==> src/rtl/hid_report_to_scancode_set1_top_defines.svh <==
// ----------------------------------------------------------------------------
// Assertion macros for the report-to-scancode translator
// Shared property forms, clocked on i_clk and gated by i_rst_n where needed.
// ----------------------------------------------------------------------------
`ifndef HID_REPORT_TO_SCANCODE_SET1_TOP_DEFINES_SVH
`define HID_REPORT_TO_SCANCODE_SET1_TOP_DEFINES_SVH

// condition must never hold outside reset
`define HIDSC1_ASSERT_NEVER(label, cond, msg) \
    label: assert property (@(posedge i_clk) disable iff (!i_rst_n) !(cond)) \
        else $error(msg);

// antecedent implies consequent in the same cycle, outside reset
`define HIDSC1_ASSERT_IMPLY(label, ante, cons, msg) \
    label: assert property (@(posedge i_clk) disable iff (!i_rst_n) (ante) |-> (cons)) \
        else $error(msg);

// antecedent implies consequent in the next cycle, reset included
`define HIDSC1_ASSERT_NEXT(label, ante, cons, msg) \
    label: assert property (@(posedge i_clk) (ante) |=> (cons)) \
        else $error(msg);

`endif

==> src/rtl/hidsc1_pkg.sv <==
// ----------------------------------------------------------------------------
// hidsc1_pkg
// Constants, usage-to-set-1 table and queue entry type of the translator.
// ----------------------------------------------------------------------------
`timescale 1ns / 1ps
`default_nettype none

package hidsc1_pkg;

    localparam int KEY_SLOTS = 6;
    localparam int N_CODES   = 'h47;

    // scancode positions within one run
    localparam int POS_MOD_MAKE  = 0;
    localparam int POS_MOD_BREAK = 1;
    localparam int POS_CTRL_TAIL = 2;
    localparam int POS_KEY_MAKE  = 3;
    localparam int POS_KEY_BREAK = POS_KEY_MAKE + KEY_SLOTS;
    localparam int NPOS          = POS_KEY_BREAK + KEY_SLOTS;

    localparam logic [7:0] MOD_CTRL    = 8'd1;
    localparam logic [7:0] MOD_LSHIFT  = 8'd2;
    localparam logic [7:0] MOD_RSHIFT  = 8'd32;
    localparam logic [7:0] BREAK_BIT   = 8'h80;
    localparam logic [7:0] SHIFT_MAKE  = 8'h2A;
    localparam logic [7:0] CTRL_MAKE   = 8'd29;
    localparam logic [7:0] SHIFT_BREAK = SHIFT_MAKE | BREAK_BIT;
    localparam logic [7:0] CTRL_BREAK  = CTRL_MAKE | BREAK_BIT;

    localparam logic [7:0] USAGE_TO_SET1 [N_CODES] = '{
        8'h00, 8'h00, 8'h00, 8'h00, 8'h1E, 8'h30, 8'h2E, 8'h20,
        8'h12, 8'h21, 8'h22, 8'h23, 8'h17, 8'h24, 8'h25, 8'h26,
        8'h32, 8'h31, 8'h18, 8'h19, 8'h10, 8'h13, 8'h1F, 8'h14,
        8'h16, 8'h2F, 8'h11, 8'h2D, 8'h15, 8'h2C, 8'h02, 8'h03,
        8'h04, 8'h05, 8'h06, 8'h07, 8'h08, 8'h09, 8'h0A, 8'h0B,
        8'h1C, 8'h01, 8'h0E, 8'h0F, 8'h39, 8'h0C, 8'h0D, 8'h1A,
        8'h1B, 8'h2B, 8'h2B, 8'h27, 8'h28, 8'h29, 8'h33, 8'h34,
        8'h35, 8'h3A, 8'h3B, 8'h3C, 8'h3D, 8'h3E, 8'h3F, 8'h40,
        8'h41, 8'h42, 8'h43, 8'h44, 8'h57, 8'h58, 8'h00
    };

    typedef struct packed {
        logic [NPOS-1:0]       pend;
        logic [NPOS-1:0][7:0]  seq;
    } t_job;

    function automatic logic in_range(input logic [7:0] code);
        return code < 8'(N_CODES);
    endfunction

    function automatic logic [7:0] usage_map(input logic [7:0] code);
        logic [7:0] r;
        r = 8'h00;
        if (in_range(code)) begin
            r = USAGE_TO_SET1[code[6:0]];
        end
        return r;
    endfunction

endpackage

`default_nettype wire

==> src/rtl/hidsc1_fifo.sv <==
// ----------------------------------------------------------------------------
// hidsc1_fifo
// Short queue of scancode runs between the classifier and the sequencer.
// ----------------------------------------------------------------------------
`timescale 1ns / 1ps
`default_nettype none

module hidsc1_fifo #(
    parameter int DEPTH = 2
) (
    input  wire logic              i_clk,
    input  wire logic              i_rst_n,
    input  wire logic              i_push,
    input  wire hidsc1_pkg::t_job  i_job,
    output logic                   o_full,
    input  wire logic              i_pop,
    output hidsc1_pkg::t_job       o_job,
    output logic                   o_empty
);

    localparam int PW = (DEPTH > 1) ? $clog2(DEPTH) : 1;
    localparam int CW = $clog2(DEPTH + 1);

    hidsc1_pkg::t_job r_mem [DEPTH];
    logic [PW-1:0]    r_wr_ptr, n_wr_ptr;
    logic [PW-1:0]    r_rd_ptr, n_rd_ptr;
    logic [CW-1:0]    r_count, n_count;

    assign o_full  = (r_count == CW'(DEPTH));
    assign o_empty = (r_count == '0);
    assign o_job   = r_mem[r_rd_ptr];

    always_comb begin
        n_wr_ptr = r_wr_ptr;
        n_rd_ptr = r_rd_ptr;
        n_count  = r_count;
        if (i_push) begin
            n_wr_ptr = (r_wr_ptr == PW'(DEPTH - 1)) ? '0 : r_wr_ptr + 1'b1;
        end
        if (i_pop) begin
            n_rd_ptr = (r_rd_ptr == PW'(DEPTH - 1)) ? '0 : r_rd_ptr + 1'b1;
        end
        if (i_push && !i_pop) begin
            n_count = r_count + 1'b1;
        end else if (i_pop && !i_push) begin
            n_count = r_count - 1'b1;
        end
    end

    always_ff @(posedge i_clk) begin
        if (i_push) begin
            r_mem[r_wr_ptr] <= i_job;
        end
    end

    always_ff @(posedge i_clk) begin
        if (!i_rst_n) begin
            r_wr_ptr <= '0;
            r_rd_ptr <= '0;
            r_count  <= '0;
        end else begin
            r_wr_ptr <= n_wr_ptr;
            r_rd_ptr <= n_rd_ptr;
            r_count  <= n_count;
        end
    end

endmodule

`default_nettype wire

==> src/rtl/hidsc1_front.sv <==
// ----------------------------------------------------------------------------
// hidsc1_front
// Compare each report with the previous one and build its scancode run.
// ----------------------------------------------------------------------------
`timescale 1ns / 1ps
`default_nettype none

module hidsc1_front (
    input  wire logic              i_clk,
    input  wire logic              i_rst_n,
    input  wire logic              i_valid,
    output logic                   o_ready,
    input  wire logic [7:0]        i_modifier_bits,
    input  wire logic [7:0]        i_keys [hidsc1_pkg::KEY_SLOTS],
    input  wire logic              i_full,
    output logic                   o_push,
    output hidsc1_pkg::t_job       o_job
);

    localparam int S = hidsc1_pkg::KEY_SLOTS;

    logic [7:0]   r_prior_mod;
    logic [7:0]   r_prior_keys [S];
    logic [S-1:0] held_new;
    logic [S-1:0] held_old;
    logic         new_shift;
    logic         prior_shift;
    logic         accept;

    assign o_ready = !i_full;
    assign accept  = i_valid && o_ready;
    assign o_push  = accept && (o_job.pend != '0);

    always_comb begin
        held_new    = '0;
        held_old    = '0;
        o_job       = '0;
        new_shift   = i_modifier_bits inside {hidsc1_pkg::MOD_LSHIFT, hidsc1_pkg::MOD_RSHIFT};
        prior_shift = r_prior_mod inside {hidsc1_pkg::MOD_LSHIFT, hidsc1_pkg::MOD_RSHIFT};

        for (int i = 0; i < S; i++) begin
            for (int j = 0; j < S; j++) begin
                if (r_prior_keys[j] == i_keys[i]) begin
                    held_new[i] = 1'b1;
                end
                if (i_keys[j] == r_prior_keys[i]) begin
                    held_old[i] = 1'b1;
                end
            end
        end

        if (new_shift && (r_prior_mod != i_modifier_bits)) begin
            o_job.pend[hidsc1_pkg::POS_MOD_MAKE] = 1'b1;
            o_job.seq[hidsc1_pkg::POS_MOD_MAKE]  = hidsc1_pkg::SHIFT_MAKE;
        end else if ((i_modifier_bits == hidsc1_pkg::MOD_CTRL) &&
                     (r_prior_mod != hidsc1_pkg::MOD_CTRL)) begin
            o_job.pend[hidsc1_pkg::POS_MOD_MAKE] = 1'b1;
            o_job.seq[hidsc1_pkg::POS_MOD_MAKE]  = hidsc1_pkg::CTRL_MAKE;
        end

        if (prior_shift) begin
            if (!new_shift) begin
                o_job.pend[hidsc1_pkg::POS_MOD_BREAK] = 1'b1;
                o_job.seq[hidsc1_pkg::POS_MOD_BREAK]  = hidsc1_pkg::SHIFT_BREAK;
            end
        end else if ((r_prior_mod == hidsc1_pkg::MOD_CTRL) &&
                     (i_modifier_bits != hidsc1_pkg::MOD_CTRL)) begin
            o_job.pend[hidsc1_pkg::POS_MOD_BREAK] = 1'b1;
            o_job.seq[hidsc1_pkg::POS_MOD_BREAK]  = hidsc1_pkg::CTRL_BREAK;
            o_job.pend[hidsc1_pkg::POS_CTRL_TAIL] = 1'b1;
            o_job.seq[hidsc1_pkg::POS_CTRL_TAIL]  = hidsc1_pkg::SHIFT_BREAK;
        end

        for (int i = 0; i < S; i++) begin
            o_job.pend[hidsc1_pkg::POS_KEY_MAKE + i] =
                (i_keys[i] != 8'h00) && !held_new[i] && hidsc1_pkg::in_range(i_keys[i]);
            o_job.seq[hidsc1_pkg::POS_KEY_MAKE + i]  = hidsc1_pkg::usage_map(i_keys[i]);
            o_job.pend[hidsc1_pkg::POS_KEY_BREAK + i] =
                (r_prior_keys[i] != 8'h00) && !held_old[i] &&
                hidsc1_pkg::in_range(r_prior_keys[i]);
            o_job.seq[hidsc1_pkg::POS_KEY_BREAK + i]  =
                hidsc1_pkg::usage_map(r_prior_keys[i]) | hidsc1_pkg::BREAK_BIT;
        end
    end

    always_ff @(posedge i_clk) begin
        if (!i_rst_n) begin
            r_prior_mod <= '0;
            for (int i = 0; i < S; i++) begin
                r_prior_keys[i] <= '0;
            end
        end else if (accept) begin
            r_prior_mod <= i_modifier_bits;
            for (int i = 0; i < S; i++) begin
                r_prior_keys[i] <= i_keys[i];
            end
        end
    end

endmodule

`default_nettype wire

==> src/rtl/hidsc1_back.sv <==
// ----------------------------------------------------------------------------
// hidsc1_back
// Walk a scancode run one position a cycle into the free output register.
// ----------------------------------------------------------------------------
`timescale 1ns / 1ps
`default_nettype none

module hidsc1_back (
    input  wire logic              i_clk,
    input  wire logic              i_rst_n,
    input  wire logic              i_empty,
    input  wire hidsc1_pkg::t_job  i_job,
    output logic                   o_pop,
    output logic                   o_valid,
    input  wire logic              i_ready,
    output logic [7:0]             o_scan_byte,
    output logic                   o_run_end
);

    localparam int NPOS = hidsc1_pkg::NPOS;

    hidsc1_pkg::t_job r_job, n_job;
    logic             r_out_valid, n_out_valid;
    logic [7:0]       r_out_byte, n_out_byte;
    logic             r_out_end, n_out_end;
    logic             out_free;
    logic             step;

    assign out_free    = !r_out_valid || i_ready;
    assign o_pop       = (r_job.pend == '0) && !i_empty;
    assign step        = (r_job.pend != '0) && (!r_job.pend[0] || out_free);
    assign o_valid     = r_out_valid;
    assign o_scan_byte = r_out_byte;
    assign o_run_end   = r_out_end;

    always_comb begin
        n_job       = r_job;
        n_out_valid = r_out_valid && !i_ready;
        n_out_byte  = r_out_byte;
        n_out_end   = r_out_end;
        if (o_pop) begin
            n_job = i_job;
        end else if (step) begin
            // advance one position; emit it when pending
            n_job.pend = {1'b0, r_job.pend[NPOS-1:1]};
            n_job.seq  = {8'h00, r_job.seq[NPOS-1:1]};
            if (r_job.pend[0]) begin
                n_out_valid = 1'b1;
                n_out_byte  = r_job.seq[0];
                n_out_end   = (r_job.pend[NPOS-1:1] == '0);
            end
        end
    end

    always_ff @(posedge i_clk) begin
        if (!i_rst_n) begin
            r_job.pend  <= '0;
            r_out_valid <= 1'b0;
        end else begin
            r_job.pend  <= n_job.pend;
            r_out_valid <= n_out_valid;
        end
        r_job.seq  <= n_job.seq;
        r_out_byte <= n_out_byte;
        r_out_end  <= n_out_end;
    end

endmodule

`default_nettype wire

==> src/rtl/hid_report_to_scancode_set1_top.sv <==
// ----------------------------------------------------------------------------
// hid_report_to_scancode_set1_top
// Boot-keyboard report to PS/2 set-1 scancode translator.
//
// channel  direction  handshake            payload
// report   in         i_valid / o_ready    i_modifier_bits, i_key_a .. i_key_f
// scancode out        o_valid / i_ready    o_scan_byte, o_run_end
//
// A report is classified in the cycle of its transfer and queued as a run.
// The sequencer loads a run once the previous one has left, then walks it
// position by position up to the last scancode, stalling on a held output.
// A report that changes nothing produces no scancode and is not queued.
// Reset clears the stored report, the queue and the output register.
// Either side may stall; the queue decouples classifier and sequencer.
// ----------------------------------------------------------------------------
`timescale 1ns / 1ps
`default_nettype none

`include "hid_report_to_scancode_set1_top_defines.svh"

module hid_report_to_scancode_set1_top #(
    parameter int QUEUE_DEPTH = 2
) (
    input  wire logic        i_clk,
    input  wire logic        i_rst_n,
    input  wire logic        i_valid,
    output logic             o_ready,
    input  wire logic [7:0]  i_modifier_bits,
    input  wire logic [7:0]  i_key_a,
    input  wire logic [7:0]  i_key_b,
    input  wire logic [7:0]  i_key_c,
    input  wire logic [7:0]  i_key_d,
    input  wire logic [7:0]  i_key_e,
    input  wire logic [7:0]  i_key_f,
    output logic             o_valid,
    input  wire logic        i_ready,
    output logic [7:0]       o_scan_byte,
    output logic             o_run_end
);

    logic [7:0]        keys [hidsc1_pkg::KEY_SLOTS];
    logic              w_push;
    logic              w_pop;
    logic              w_full;
    logic              w_empty;
    hidsc1_pkg::t_job  w_push_job;
    hidsc1_pkg::t_job  w_pop_job;

    assign keys[0] = i_key_a;
    assign keys[1] = i_key_b;
    assign keys[2] = i_key_c;
    assign keys[3] = i_key_d;
    assign keys[4] = i_key_e;
    assign keys[5] = i_key_f;

    hidsc1_front u_front (
        .i_clk           (i_clk),
        .i_rst_n         (i_rst_n),
        .i_valid         (i_valid),
        .o_ready         (o_ready),
        .i_modifier_bits (i_modifier_bits),
        .i_keys          (keys),
        .i_full          (w_full),
        .o_push          (w_push),
        .o_job           (w_push_job)
    );

    hidsc1_fifo #(
        .DEPTH (QUEUE_DEPTH)
    ) u_fifo (
        .i_clk   (i_clk),
        .i_rst_n (i_rst_n),
        .i_push  (w_push),
        .i_job   (w_push_job),
        .o_full  (w_full),
        .i_pop   (w_pop),
        .o_job   (w_pop_job),
        .o_empty (w_empty)
    );

    hidsc1_back u_back (
        .i_clk       (i_clk),
        .i_rst_n     (i_rst_n),
        .i_empty     (w_empty),
        .i_job       (w_pop_job),
        .o_pop       (w_pop),
        .o_valid     (o_valid),
        .i_ready     (i_ready),
        .o_scan_byte (o_scan_byte),
        .o_run_end   (o_run_end)
    );

    `HIDSC1_ASSERT_NEVER(a_pop_empty, w_pop && w_empty, "pop from empty queue")
    `HIDSC1_ASSERT_NEVER(a_push_full, w_push && w_full, "push into full queue")
    `HIDSC1_ASSERT_IMPLY(a_push_xfer, w_push, i_valid && o_ready, "push without transfer")
    `HIDSC1_ASSERT_NEXT(a_rst_quiet, !i_rst_n, !o_valid, "output valid after reset")

endmodule

`default_nettype wire

==> config.mk <==
export PLATFORM = sky130hd
export DESIGN_NAME = hid_report_to_scancode_set1_top
export DESIGN_NICKNAME = d
export VERILOG_FILES = /design/src/rtl/hidsc1_pkg.sv /design/src/rtl/hidsc1_fifo.sv /design/src/rtl/hidsc1_front.sv /design/src/rtl/hidsc1_back.sv /design/src/rtl/hid_report_to_scancode_set1_top.sv
export VERILOG_INCLUDE_DIRS = /design/src /design/src/rtl
export SDC_FILE = /design/constraint.sdc
export NUM_CORES = 1
export LEC_CHECK = 0
export ABC_AREA = 1
export BUFFER_PORTS_ARGS = -buffer_cell sky130_fd_sc_hd__buf_2
export CORE_MARGIN = 2
export CORE_UTILIZATION = 60
export DETAILED_ROUTE_END_ITERATION = 12
export HOLD_SLACK_MARGIN = 0.06
export PLACE_DENSITY = 0.77
export SLEW_MARGIN = 20
export SYNTH_ARGS = -nofsm -noshare
export SYNTH_HDL_FRONTEND = slang
export SYNTH_SLANG_ARGS = --single-unit
==> constraint.sdc <==
create_clock -name i_clk -period 10.9 [get_ports i_clk]
set_input_delay 2.18 -clock i_clk [delete_from_list [all_inputs] [get_ports i_clk]]
set_output_delay 2.18 -clock i_clk [all_outputs]
set_load 0.05 [all_outputs]
==> impl_metrics.toml, run 1 <==
[setup_path]
reg2reg_from = "u_front.r_prior_keys[0][33]"
timing.rr.end = "u_fifo.r_mem[0][95]"
cp.required_ns = 11.10
crit_type = "in -> reg"
crit_path_max_fanout = 55
worstSetupStartpointType = "input port"
ff2ff_path_depth = 20
cp_data_arrival_time_ns = 5.87
r2r_slack_ns = 5.98
critPathCaptureType = "flop"

[timing]
finalSetupViolations = 0
maxSlewHeadroom_pct = 22.8
rsz0062_at_grt = "no"
worst_pin_slew_ns = 1.16
skew_ns = 0.0443
finalHoldViolCount = 0
fin_crit_sh_pct = 52.0
maxSlewViolCount = 0
setup_tns_ns = 0
holdWs_ns = 0.418
setup_ws_ns = 5.23
max_freq_mhz = 176
layout_min_cycle_time_ns = 5.67

[outcome]
status = "completed"

[hold_path]
hp-start = "u_back.r_job[4]"
min_delay_path_depth = 0
hp-class = "reg -> reg"
whs_endpoint = "u_back.o_scan_byte[4]"

[placement]
place_area_mm2 = 0.0286
pre_cts_ws_ns = 4.67
hpwl_mm = 66.4
portBuffers = 70
place_congestion = 0.991

[synth]
synth_top_area_share_pct = 40.6
synth_warnings = 0
ys_ff_latch = 412
yosysSeqAreaShare_pct = 42.6
syn_avg_cell_area_um2 = 7.82
synth_commonest_cells = "963 x nand2_1, 548 x nor2_1, 383 x edfxtp_1, 311 x inv_1, 195 x o21ai_0"
netlist.top_cell.by_area = "edfxtp_1"
synth_area_mm2 = 0.0283
synth_nets = 3804
synth_most_common_cell = "nand2_1"
synth_edf_count = 383
ys_types = 47
syn_inst = 3623
synth-main-ff-cell = "edfxtp_1"
synth_area_leaders = "edfxtp_1 41%, nand2_1 13%, nor2_1 7.3%"
async_reset_ff_share_pct = 0

[clock_network]
cts_setup_buffers = 0
cts_buffer_depth = 3
cts_made_buffers = 43
clkLatencyLatePin_ns = 0.61
clkSinkCount = 412
postCtsHoldBufs = 0
ctsResizeCount = 0
clockRootBuffer = "clkbuf_16"
cts_tree = "built"
cts-htree-levels = 2
clk_pin_slew_ns = 0.06

[die]
die_y_um = 221
ios = 71
rows = 79
start_util_pct = 60.9
coreArea_mm2 = 0.0466
die_w_um = 221
dieArea_mm2 = 0.0490

[global_route]
grt_max_degree = 105
grt_pass1_vias = 24268
antenna_found_initial = 5
grt-ovfl-total = 0
track_usage_pct = 37.6
grt_pass1_wl_mm = 142

[power_and_ir_drop]
p_leak_uw = 0.0129
p_per_area_mw_per_mm2 = 231
vdd_drop_max_mv = 0.362
power_uw = 6950

[drt]
drc = 0
vias = 26183
totalWireLength_mm = 95.3
ant_nets = 0
routedWlPerCell_um = 22.7
dr.first_iter.drc_count = 3644
dr.pass1.iters = 6
avgViaCountPerCell = 6.24

[job]
drv_cap = 0

[layout]
drive_gt1_share_pct = 6.05
fin_area_mm2 = 0.0300
areaGrowthSynthToFinish_pct = 5.97
final_nets = 3734
metrics by stage:
stage / util [%] / cells
after floorplan: - / 3623
after global placement: 61.4 / 4114
after detailed placement: 61.4 / 4114
after CTS: 64.5 / 4194
after global routing: 64.5 / 4195
final: 64.5 / 4198
placed cells by master (no fill, tap or decap), types with 30 or more instances in the layout:
cell       instances
nor2_1           547
a31oi_1           34
o21ai_0          195
clkbuf_16         43
nand4_1           49
inv_1            309
ha_1             121
edfxtp_1         383
o211ai_1          30
buf_2             70
nand2_1          960
xnor2_1          177
a21oi_1          154
a211oi_1          34
nor3_1            33
nand3_1           93
o31ai_1           90
o22ai_1           36
buf_4             37
cell families after synthesis:
family / share of synthesized area, %
and+or+nand+nor: 23.9
AOI/OAI and AO/OA: 13.5
buffers and inverters: 8.65
DFF: 42.6
xor gates and xnor gates: 5.96
adders and majority gates: 5.34
routing by layer:
metal  share of wire [%]  track usage, %  vias to the layer above  routed length (um)
li1                    -               -                    11917                   -
met4                 5.9            20.9                        4                5580
met3                  13            9.08                      330               12000
met5               0.030               0                        -                  29
met2                  43            56.6                     1765               41100
met1                  38            50.0                    12167               36600
flip-flops by register name, indices dropped and copies added, names as in the netlist, named ones only:
register and flops:
u_front.r_prior_mod 8, u_fifo.r_wr_ptr 1, u_fifo.r_count 2, u_fifo.r_mem 206
u_back.o_run_end 1, u_front.r_prior_keys 48, u_back.o_scan_byte 8, u_back.o_valid 1
u_fifo.r_rd_ptr 1, u_back.r_job 135
worst max-delay path, stage by stage:
cell and delay, ns:
buf_2 0.26, clkinv_1 0.40, ha_1 0.36, nand2_1 0.14, nor2_1 0.08, nand3_1 0.10
nand2_1 0.05, inv_1 0.08, nand2_1 0.06, nor2_1 0.15, nand2_1 0.12, nand2_1 0.11
nor2_1 0.06, nand2_1 0.07, nor2_1 0.05, nor2_2 0.13, inv_1 0.09, nor2_4 0.07
buf_4 0.55, buf_4 0.70
area by class of cell:
type,count,area (um^2)
clock buffers,52,1110
clock inverters,28,337
diodes,3,7.51
multi-input cells,2655,13800
inverters,333,1260
flip-flops and latches,412,12100
repair buffers,108,643
fillers,3948,16500
well taps,607,759
report_power, final:
part           leakage (uW)  internal, uW  switching [uW]  total [uW]
clock network      0.000706           843             664        1510
registers           0.00409          2480             295        2780
logic               0.00815           720            1940        2660
worst max path at each step:
stage | start | endpoint | slack [ns]
final | i_key_c[1] | u_fifo.r_mem[0][95] | 5.23
after global routing | i_key_c[1] | u_fifo.r_mem[0][77] | 5.00
after CTS | i_key_c[1] | u_fifo.r_mem[0][98] | 5.27
after global placement | i_key_c[1] | u_fifo.r_mem[0][43] | 4.75
after detailed placement | i_key_c[1] | u_fifo.r_mem[0][42] | 4.67
after floorplan | i_key_c[1] | u_fifo.r_mem[0][100] | 2.33
Note: power is estimated with default switching activity, not from simulation.
==> run 2: changes to the inputs <==
==> constraint.sdc (replaced) <==
create_clock -name i_clk -period 5.36 [get_ports i_clk]
set_input_delay 1.072 -clock i_clk [delete_from_list [all_inputs] [get_ports i_clk]]
set_output_delay 1.072 -clock i_clk [all_outputs]
set_load 0.05 [all_outputs]
==> impl_metrics.toml, run 2 (synthesis results as in run 1) <==
[global_route]
grt_pass1_vias = 24133
grt_max_degree = 111
antenna_found_initial = 5
track_usage_pct = 37.1
grt-ovfl-total = 0
grt_pass1_wl_mm = 140

[setup_path]
crit_type = "reg -> reg"
crit_path_max_fanout = 33
cp.required_ns = 5.64
critPathCaptureType = "flop"
worstSetupStartpointType = "flop"
ff2ff_path_depth = 19
r2r_slack_ns = 1.34
cp_data_arrival_time_ns = 4.30
timing.rr.end = "u_fifo.r_mem[0][41]"
reg2reg_from = "u_front.r_prior_keys[0][40]"
crit_path_start = "u_front.r_prior_keys[0][40]"

[clock_network]
clkLatencyLatePin_ns = 0.60
clkSinkCount = 412
cts-htree-levels = 2
cts_buffer_depth = 3
cts_made_buffers = 45
postCtsHoldBufs = 0
clk_pin_slew_ns = 0.07
cts_setup_buffers = 0
clockRootBuffer = "clkbuf_16"
cts_tree = "built"
ctsResizeCount = 0

[timing]
maxSlewHeadroom_pct = 18.8
setup_tns_ns = 0
fin_crit_sh_pct = 75.0
layout_min_cycle_time_ns = 4.02
finalSetupViolations = 0
rsz0062_at_grt = "no"
finalHoldViolCount = 0
skew_ns = 0.0333
max_freq_mhz = 249
worst_pin_slew_ns = 1.21
maxSlewViolCount = 0

[die]
dieArea_mm2 = 0.0490
start_util_pct = 60.9
rows = 79
die_w_um = 221
ios = 71
die_y_um = 221
coreArea_mm2 = 0.0466

[outcome]
status = "completed"

[drt]
routedWlPerCell_um = 22.3
dr_wl_met3_mm = 11.7
dr.first_iter.drc_count = 4132
dr.pass1.iters = 7
vias = 26183
met1_length_mm = 35.8
avgViaCountPerCell = 6.21
ant_nets = 0
dr_wl_met2_mm = 40.4
drc = 0
totalWireLength_mm = 93.8
top_layer_used = "met5"

[layout]
fin_area_mm2 = 0.0303
largest_reg_flops = 206
layout_common_cells = "960 x nand2_1, 547 x nor2_1, 383 x edfxtp_1, 309 x inv_1, 195 x o21ai_0"
final_cells = 4214
drive_gt1_share_pct = 6.41
areaGrowthSynthToFinish_pct = 6.85
regMostFlops = "u_fifo.r_mem"
final_nets = 3751
final_common_cell = "nand2_1"
largest_registers = "u_fifo.r_mem (206), u_back.r_job (135), u_front.r_prior_keys (48)"

[hold_path]
hp-start = "u_back.r_job[0]"
min_delay_path_depth = 0
hp-class = "reg -> reg"
whs_endpoint = "u_back.o_scan_byte[0]"

[placement]
hpwl_mm = 65.8
placed_cells = 4130
place_congestion = 1.07
place_area_mm2 = 0.0288
portBuffers = 70

[job]
drv_cap = 0

[power_and_ir_drop]
p_leak_uw = 0.0131
p_per_area_mw_per_mm2 = 470
vdd_drop_max_mv = 1.55
-- run 2: how the worst max path moves through the flow --
stage / cells past startpoint / to / slack [ns]
floorplan: 16 / u_fifo.r_mem[1][100] / 0.43
finish: 19 / u_fifo.r_mem[0][41] / 1.34
global route: 19 / u_fifo.r_mem[0][24] / 1.18
CTS: 19 / u_fifo.r_mem[0][41] / 1.49
global placement: 20 / u_fifo.r_mem[0][41] / 1.01
detailed placement: 20 / u_fifo.r_mem[0][41] / 0.95
-- run 2: cell type report --
type / instances / area [um^2]
Clock buffer: 50 / 1140
Clock inverter: 32 / 355
Tap cell: 607 / 759
Inverter: 333 / 1260
Multi-Input combinational cell: 2655 / 13800
Sequential cell: 412 / 12100
Antenna cell: 2 / 5.00
Fill cell: 3892 / 16300
Timing Repair Buffer: 123 / 836
-- run 2: through the flow --
stage               worst slack (ns)  power [uW]  utilization (%)  hold slack [ns]
floorplan                      0.426        9210                -            0.400
detailed placement             0.948       11000             61.8            0.405
global route                    1.18       14900             65.0            0.430
CTS                             1.49       14100             65.0            0.420
global placement                1.01       10800             61.8            0.402
finish                          1.34       14200             65.1            0.422
-- run 2: power breakdown --
part           internal (uW)  switching [uW]
Combinational           1540            3950
Sequential              5030             552
Clock                   1810            1360
Total                   8380            5850
-- run 2: routing by layer --
metal	global-route usage (%)	vias up
li1	-	11945
met4	20.5	6
met2	55.9	1773
met1	49.3	12092
met3	8.79	367
met5	0	-
-- run 2: worst max-delay path, stage by stage, from the launching register on --
cell and delay [ns]:
edfxtp_1 0.94, inv_1 0.33, ha_1 0.31, nand2_1 0.20, nor2_1 0.07, nand3_1 0.07, nand2_1 0.06, inv_1 0.11
nand2_1 0.07, nor2_1 0.14, nand2_1 0.11, nand2_1 0.07, nor2_1 0.06, nand2_1 0.07, nor2_1 0.05, nor2_2 0.14
inv_1 0.09, nor2_4 0.29, buf_12 0.28, buf_12 0.21
